--- src/hdl/stpb_div.sv ---
// Pipelined restoring divider, one quotient bit per stage, with sideband.
// Standalone; quotient must fit Q_W bits (high numerator part below divisor).
module stpb_div #(
    parameter int DEN_W = 13,
    parameter int Q_W   = 16,
    parameter int PAY_W = 1
) (
    input  logic                   clk,
    input  logic                   rst_n,
    input  logic                   en,
    input  logic                   in_valid,
    input  logic [DEN_W+Q_W-1:0]   in_num,
    input  logic [DEN_W-1:0]       in_den,
    input  logic [PAY_W-1:0]       in_pay,
    output logic                   out_valid,
    output logic [Q_W-1:0]         out_quo,
    output logic [PAY_W-1:0]       out_pay
);

    logic [DEN_W-1:0] rem_reg   [0:Q_W];
    logic [Q_W-1:0]   low_reg   [0:Q_W];
    logic [Q_W-1:0]   quo_reg   [0:Q_W];
    logic [DEN_W-1:0] den_reg   [0:Q_W];
    logic [PAY_W-1:0] pay_reg   [0:Q_W];
    logic             valid_reg [0:Q_W];

    always_ff @(posedge clk or negedge rst_n)
    begin
        if (!rst_n)
        begin
            valid_reg[0] <= 1'b0;
        end
        else if (en)
        begin
            valid_reg[0] <= in_valid;
        end
    end

    always_ff @(posedge clk)
    begin
        if (en)
        begin
            rem_reg[0] <= in_num[DEN_W+Q_W-1:Q_W];
            low_reg[0] <= in_num[Q_W-1:0];
            quo_reg[0] <= '0;
            den_reg[0] <= in_den;
            pay_reg[0] <= in_pay;
        end
    end

    for (genvar k = 0; k < Q_W; k++)
    begin : g_stage
        logic [DEN_W:0] trial;
        logic           take;

        assign trial = {rem_reg[k], low_reg[k][Q_W-1]};
        assign take  = (trial >= {1'b0, den_reg[k]});

        always_ff @(posedge clk or negedge rst_n)
        begin
            if (!rst_n)
            begin
                valid_reg[k+1] <= 1'b0;
            end
            else if (en)
            begin
                valid_reg[k+1] <= valid_reg[k];
            end
        end

        always_ff @(posedge clk)
        begin
            if (en)
            begin
                rem_reg[k+1] <= take ? DEN_W'(trial - {1'b0, den_reg[k]})
                                     : trial[DEN_W-1:0];
                low_reg[k+1] <= {low_reg[k][Q_W-2:0], 1'b0};
                quo_reg[k+1] <= {quo_reg[k][Q_W-2:0], take};
                den_reg[k+1] <= den_reg[k];
                pay_reg[k+1] <= pay_reg[k];
            end
        end
    end

    assign out_valid = valid_reg[Q_W];
    assign out_quo   = quo_reg[Q_W];
    assign out_pay   = pay_reg[Q_W];

endmodule

--- config.mk ---
export PLATFORM = sky130hd
export DESIGN_NAME = stpb_div
export DESIGN_NICKNAME = d
export VERILOG_FILES = /design/src/hdl/stpb_div.sv
export SDC_FILE = /design/constraint.sdc
export NUM_CORES = 1
export LEC_CHECK = 0
export ABC_AREA = 1
export ABC_CLOCK_PERIOD_IN_PS = 2950
export BUFFER_PORTS_ARGS = -buffer_cell sky130_fd_sc_hd__buf_2
export CAP_MARGIN = 20
export CORE_UTILIZATION = 66
export CTS_BUF_LIST = sky130_fd_sc_hd__clkbuf_4
export DETAILED_ROUTE_END_ITERATION = 8
export GPL_ROUTABILITY_DRIVEN = 0
export PLACE_DENSITY = 0.83
export SLEW_MARGIN = 15
export SYNTH_ARGS = -nofsm -noshare
export SYNTH_HDL_FRONTEND = slang
export SYNTH_SLANG_ARGS = --single-unit
--- constraint.sdc ---
create_clock -name clk -period 2.95 [get_ports clk]
set_input_delay 0.295 -clock clk [delete_from_list [all_inputs] [get_ports clk]]
set_output_delay 0.295 -clock clk [all_outputs]
set_load 0.05 [all_outputs]
== After elaboration in Yosys (flattened, before gate mapping) ==
Memories as Yosys holds them, arrays and structs flattened.
Cells that the tools add are included.
Cells by class
  $add $sub $neg: 16
  magnitude comparators: 16
  muxes and demuxes: 18
Operator list (number)
  $ge A14 B13 Y1: 16
  $mux W13: 16
  $sub A13 B13 Y13: 16
  $mux W1: 2
Storage, ports and cells
  flip-flop bits (word level): 17
  bits in writable memories: 1003
  input bits: 47
  output and inout port bits: 18
  memories: 5
Memories
  low_reg: depth 17, bits a word 16, read ports 16, clocked after Yosys merged registers in 0, write ports 17, line 21  | logic [Q_W-1:0] low_reg [0:Q_W];
  quo_reg: depth 17, bits a word 16, read ports 17, clocked after Yosys merged registers in 0, write ports 17, line 22  | logic [Q_W-1:0] quo_reg [0:Q_W];
  den_reg: depth 17, bits a word 13, read ports 16, clocked after Yosys merged registers in 0, write ports 17, line 23  | logic [DEN_W-1:0] den_reg [0:Q_W];
  rem_reg: depth 17, bits a word 13, read ports 16, clocked after Yosys merged registers in 0, write ports 17, line 20  | logic [DEN_W-1:0] rem_reg [0:Q_W];
  pay_reg: depth 17, bits a word 1, read ports 17, clocked after Yosys merged registers in 0, write ports 17, line 24  | logic [PAY_W-1:0] pay_reg [0:Q_W];

== Depth between registers and ports, before layout ==
Gate-level depths: netlist of the first run.
  depth after elaboration: 2
  depth in mapped cells: 13
  depth with buffers taken out: 12

== Worst setup path after synthesis of the first run ==
OpenSTA, ideal clock, no wires.
  path kind: reg2reg
  start: memory low_reg[0][15]
  end: memory rem_reg[1][4], in the netlist rem_reg[0][17] (data pin)
  setup time: 0.253 ns
  data arrival time: 1.802 ns
  data required time: 2.697 ns
  path slack: 0.895 ns
  cell stages (with the launch flop): 14
  clock period less this slack: 2.055 ns
  path through: edfxtp_1 -> inv_1 -> ha_1 -> inv_1 -> fa_1 -> nand2_1 -> nand2_1 -> nand3_1 -> nand2_1 -> nand2_2 -> nand3_4 -> buf_12 -> nand2_1 -> o21ai_2
RTL lines (line)
  start, declared: 21
  end, declared: 20

==> metrics.txt, run 1 <==
Max Slew Vio Count 0; relative slew slack 0.518; core footprint 0.0590 mm²; Max-Cap Viols 0; top-count cell post-synth nand2_1; initial antenna violation count 2; Tmin final 2.57 ns; pwr/cell area 912 mW/mm²; fmax 389 MHz; Root Buffer clkbuf_4; CTS clk-pin slew, worst paths 0.07 ns; clock skew 0.0563 ns; buffers from clock root to sink, at most 3; Final period util 0.872; #FFs+latches synth 722; detailed placement HPWL 58100 µm; Worst Max-Slew Pin Slew 0.720 ns; endpoint class of the critical path register; outcome completed; WL per Instance 15.4 µm; TritonRoute pass-1 iters 6; io pins 65; vias per inst 5.34; crit path kind register to register; Synthesized Nets 4332; DRT antenna net count 0; Hold Fails Final Rpt 0; Total GRT Usage 0.277; Nets 4633; full die area 0.0608 mm²; Setup Viol. Count Final 0; # resized after CTS 0; Post-Syn Area 0.0395 mm²; row cnt 89; DR iter-0 viols 2396; total number of vias 28.2k; worst min path class input port to register; ranking of synthesized cells by area edfxtp_1, nand2_1, inv_1; CTS Sinks 722; Yosys Warn Count 0; CTS tree built; Syn Inst Count 4062; Worst Path Arrival 3.30 ns; share of post-route cells with drive strength above 1 0.147; total gr overflow 0; Post-synth ARST share 0.0235; Post-synth top cells nand2_1, inv_1, edfxtp_1, ha_1, nand3_1; critical path required time 3.68 ns; ys flop type edfxtp_1; cell accounting for the most synthesized area edfxtp_1; die height 247 µm; Routed WL 81300 µm; DRC 0; Peak supply drop 0.539 mV; Fin Hold WS 0.357 ns; first-pass GRT wire length 133000 µm; post-synthesis cell type count 39; CTS Buf Count 180; Seq/Total Area, Yosys 0.547; vias in the first global route 27.6k; IO buf count 64; Max Fanout on Critical Path 22; Starting Density 0.669; RSZ-0062 raised after global routing false; die width 247 µm; H-tree Lvls 4; setup TNS 0 ns; share of the synthesized area in the top cell type 0.536; EDFF count, synth 705; leakage power 21.0 nW; largest net degree at the start of global routing 79; syn_area_per_cell 9.71 µm²; worst skew pair latency 1.01 ns; synthesis-to-finish area growth 10.7%; Setup crit start kind register; worst reg2reg setup slack 0.38 ns
power breakdown:
part / switching [W] / internal [W] / total (W)
logic: 0.0106 / 0.00563 / 0.0162
clock network: 0.00399 / 0.00435 / 0.00834
registers: 0.00131 / 0.0140 / 0.0153
total: 0.0159 / 0.0240 / 0.0398
worst paths after layout:
| check | start | end | cells past startpoint |
|---|---|---|---|
| min in group asynchronous | rst_n | valid_reg[14] | 3 |
| max in group asynchronous | rst_n | valid_reg[15] | 3 |
| worst min register to register | low_reg[0][120] | low_reg[0][137] | 0 |
| worst max-delay path | low_reg[0][15] | rem_reg[0][20] | 12 |
| worst min-delay path | en | low_reg[0][21] | 2 |
| worst max register to register | low_reg[0][15] | rem_reg[0][20] | 12 |
timing repair:
action                    CTS  global route
hold buffers               91             0
hold endpoints to repair  396             0
setup buffers               0             0
area by class of cell:
type / instances / area [µm²]
multi-input cells: 2402 / 14000
repair buffers: 182 / 1560
clock buffers: 249 / 1870
inverters: 875 / 3280
clock inverters: 67 / 413
fillers: 4028 / 15300
well taps: 773 / 967
diodes: 5 / 12.5
flip-flops and latches: 722 / 21600
critical path, cell delays in order (launching register included):
cell      delay [ns]
edfxtp_1        0.37
inv_1           0.11
ha_1            0.16
inv_1           0.09
fa_1            0.45
nand2_1         0.10
nand2_1         0.08
nand3_1         0.08
nand2_1         0.11
nand2_2         0.16
nand3_4         0.32
nand2_1         0.20
o21ai_2         0.06
cells in the final DEF, fill, tap and decap left out, types with 45 or more instances in the layout:
cell type	netlist	layout
nand2_2	64	64
buf_2	11	63
edfxtp_1	705	705
nand4_1	156	156
clkbuf_4	0	249
nor2_1	149	149
nand3_2	63	63
inv_1	852	852
a21oi_1	75	75
ha_1	208	208
clkinv_1	0	45
xor2_1	80	80
dlygate4sd3_1	0	91
nand2_1	1164	1164
o21ai_1	67	67
nand3_1	188	188
stage by stage:
| step | instances | setup WS (ns) | instance area (µm²) | total power [W] | util |
|---|---|---|---|---|---|
| 2_1_floorplan | 4062 | 0.895 | 39500 | 0.0280 | - |
| 3_3_place_gp | 4863 | 0.563 | 40500 | 0.0306 | 0.686 |
| 3_5_place_dp | 4863 | 0.428 | 40500 | 0.0312 | 0.686 |
| 4_1_cts | 5270 | 0.419 | 43700 | 0.0398 | 0.740 |
| 5_1_grt | 5275 | 0.185 | 43700 | 0.0429 | 0.740 |
| 6_report | 5275 | 0.378 | 43700 | 0.0398 | 0.740 |
cells by family after synthesis:
kind of cell             Yosys count  share of synthesized area
AO/OA/AOI/OAI                    217                     0.0359
AND/OR/NAND/NOR                 1881                      0.227
flip-flops                       722                      0.547
multiplexers                       1                   0.000285
XOR/XNOR                          80                     0.0178
buffers and inverters            938                     0.0984
adder cells (fa/ha/maj)          223                     0.0736
layer usage:
metal,global-route usage,share of wire
met1,0.344,0.41
met2,0.463,0.49
met3,0.0566,0.068
met4,0.130,0.036
met5,0,0
Note: power is estimated with default switching activity, not from simulation.
==> run 2, diff against run 1 <==
--- a/config.mk
+++ b/config.mk
@@ -9,12 +9,13 @@
 export ABC_CLOCK_PERIOD_IN_PS = 2950
 export BUFFER_PORTS_ARGS = -buffer_cell sky130_fd_sc_hd__buf_2
 export CAP_MARGIN = 20
-export CORE_UTILIZATION = 66
+export CORE_UTILIZATION = 65
 export CTS_BUF_LIST = sky130_fd_sc_hd__clkbuf_4
 export DETAILED_ROUTE_END_ITERATION = 8
 export GPL_ROUTABILITY_DRIVEN = 0
-export PLACE_DENSITY = 0.83
+export PLACE_DENSITY = 0.82
 export SLEW_MARGIN = 15
 export SYNTH_ARGS = -nofsm -noshare
 export SYNTH_HDL_FRONTEND = slang
 export SYNTH_SLANG_ARGS = --single-unit
+export TNS_END_PERCENT = 20
==> run 2 against run 1 <==
  * Utilization fell by 0.41 points
  * Cell count fell by 0.19%
  * Routed wire length fell by 0.35%
  * Fmax rose by 0.72%
  * Critical path depth did not move
  * Register-to-register slack improved by 0.02 ns
  * Highest routed layer unchanged
  * Die area rose by 1.5%
  * Total power rose by 0.15%
  * Largest power group unchanged
==> metrics.txt, run 2 (synthesis results as in run 1) <==
relative slew slack 0.510 (-0.00852); Fill cells 4097 (+1.7%); Setup Viol. Count Final 0 (unchanged); critical path required time 3.70 ns (+0.02 ns); worst min path class input port to register; CTS tree built; CP max stage delay 0.46 ns (about the same); Routed WL 81000 µm (-0.35%); CTS clk-pin slew, worst paths 0.07 ns (about the same); vias in the first global route 27.6k (-0.0036%); RSZ-0062 raised after global routing false; core footprint 0.0595 mm² (+0.75%); Max Slew Vio Count 0 (unchanged); DRT antenna net count 0 (unchanged); die width 248 µm (+0.76%); die height 248 µm (+0.76%); final std cells w/o fill 5265 (-0.19%); Worst Path Arrival 3.30 ns (about the same); synthesis-to-finish area growth 10.9%; Max Fanout on Critical Path 22 (unchanged); io pins 65 (unchanged); Peak supply drop 0.510 mV (-5.3%); # resized after CTS 0 (unchanged); endpoint class of the critical path register; Util after Layout 0.736 (-0.00409); Starting Density 0.664 (-0.00501); crit path kind register to register; Tmin final 2.55 ns (-0.0183 ns); pwr/cell area 912 mW/mm² (about the same); Total GRT Usage 0.272 (-0.00407); most frequent CP cell nand2_1; IO buf count 64 (unchanged); WL per Instance 15.4 µm (-0.16%); worst skew pair latency 1.03 ns (+0.02 ns); fmax 392 MHz (+0.72%); Max-Cap Viols 0 (unchanged); CTS Sinks 722 (unchanged); commonest non-fill, non-tap cells in the layout nand2_1, inv_1, edfxtp_1, clkbuf_4, ha_1; total number of vias 28.2k (+0.046%); CTS Hold Bufs 91 (unchanged); full die area 0.0617 mm² (+1.5%); largest net degree at the start of global routing 89 (+13%); Nets 4639 (+0.13%); vias per inst 5.36 (+0.24%); Worst Max-Slew Pin Slew 0.733 ns (+0.0127 ns); buffers from clock root to sink, at most 3 (unchanged); first-pass GRT wire length 133000 µm (about the same); Root Buffer clkbuf_4; Hold Fails Final Rpt 0 (unchanged); share of post-route cells with drive strength above 1 0.149 (+0.00214); postcts setup bufs 0 (unchanged); detailed placement HPWL 58100 µm (about the same); clock skew 0.0473 ns (-0.00903 ns); Setup crit start kind register; DRC 0 (unchanged); leakage power 21.0 nW (+0.14%); outcome completed; row cnt 89 (unchanged); CTS Buf Count 178 (-1.1%); Placed Cells 4871 (+0.16%); most common cell after layout, fill and taps aside nand2_1; H-tree Lvls 4 (unchanged); initial antenna violation count 2 (unchanged); Final period util 0.866 (-0.00619); TritonRoute pass-1 iters 6 (unchanged); Crit-path slowest cell fa_1; DR iter-0 viols 2314 (-3.4%); total gr overflow 0 (unchanged); worst reg2reg setup slack 0.40 ns (+0.02 ns); setup TNS 0 ns (unchanged); worst-path cell chain inv_1 > ha_1 > inv_1 > fa_1 > nand2_1 > nand2_1 > nand3_1 > nand2_1 > nand2_2 > nand3_4 > nand2_1 > o21ai_2
## run 2: worst paths after layout
check,startpoint,to,depth (start not counted)
worst max register to register,low_reg[0][15],rem_reg[0][20],12
min in group asynchronous,rst_n,valid_reg[16],3
worst min register to register,low_reg[0][172],low_reg[0][189],0
max in group asynchronous,rst_n,valid_reg[10],3
worst min-delay path,en,quo_reg[0][209],2
worst max-delay path,low_reg[0][15],rem_reg[0][20],12
## run 2: cell type report
class	count	area, µm²	share of cell area
multi-input combinational	2402	14000	0.320
sequential	722	21600	0.493
tap	773	967	0.0221
clock buffer	249	1870	0.0427
clock inverter	48	399	0.00912
antenna	6	15.0	0.000343
timing repair buffer	190	1650	0.0378
inverter	875	3280	0.0750
## run 2: critical path: cells and delay by family, from the launching register on
| kind | cells | cell delay [ns] |
|---|---|---|
| buffers and inverters | 2 | 0.20 |
| AOI/OAI and AO/OA | 1 | 0.06 |
| adders and majority gates | 2 | 0.62 |
| and+or+nand+nor | 7 | 1.02 |
| DFF | 1 | 0.37 |
## run 2: layer usage
metal	vias up	routed length, µm	share of wire	GRT usage
met5	-	0	0	0
met4	0	2710	0.033	0.126
met3	222	5590	0.069	0.0495
met2	1054	39600	0.49	0.458
met1	13000	33200	0.41	0.342
li1	13900	-	-	-
## run 2: stage by stage
step | area (µm²) | total power, W | worst slack [ns] | hold WS [ns]
2_1_floorplan | 39500 | 0.0280 | 0.895 | -0.000591
3_3_place_gp | 40600 | 0.0306 | 0.542 | 0.230
3_5_place_dp | 40600 | 0.0313 | 0.461 | 0.229
4_1_cts | 43800 | 0.0399 | 0.418 | 0.249
5_1_grt | 43800 | 0.0429 | 0.206 | 0.317
6_report | 43800 | 0.0399 | 0.397 | 0.348
## run 2: power by group
part           switching (W)  internal [W]  total (W)
Clock                0.00392       0.00449    0.00840
Combinational         0.0105       0.00564     0.0162
Sequential           0.00131        0.0140     0.0153
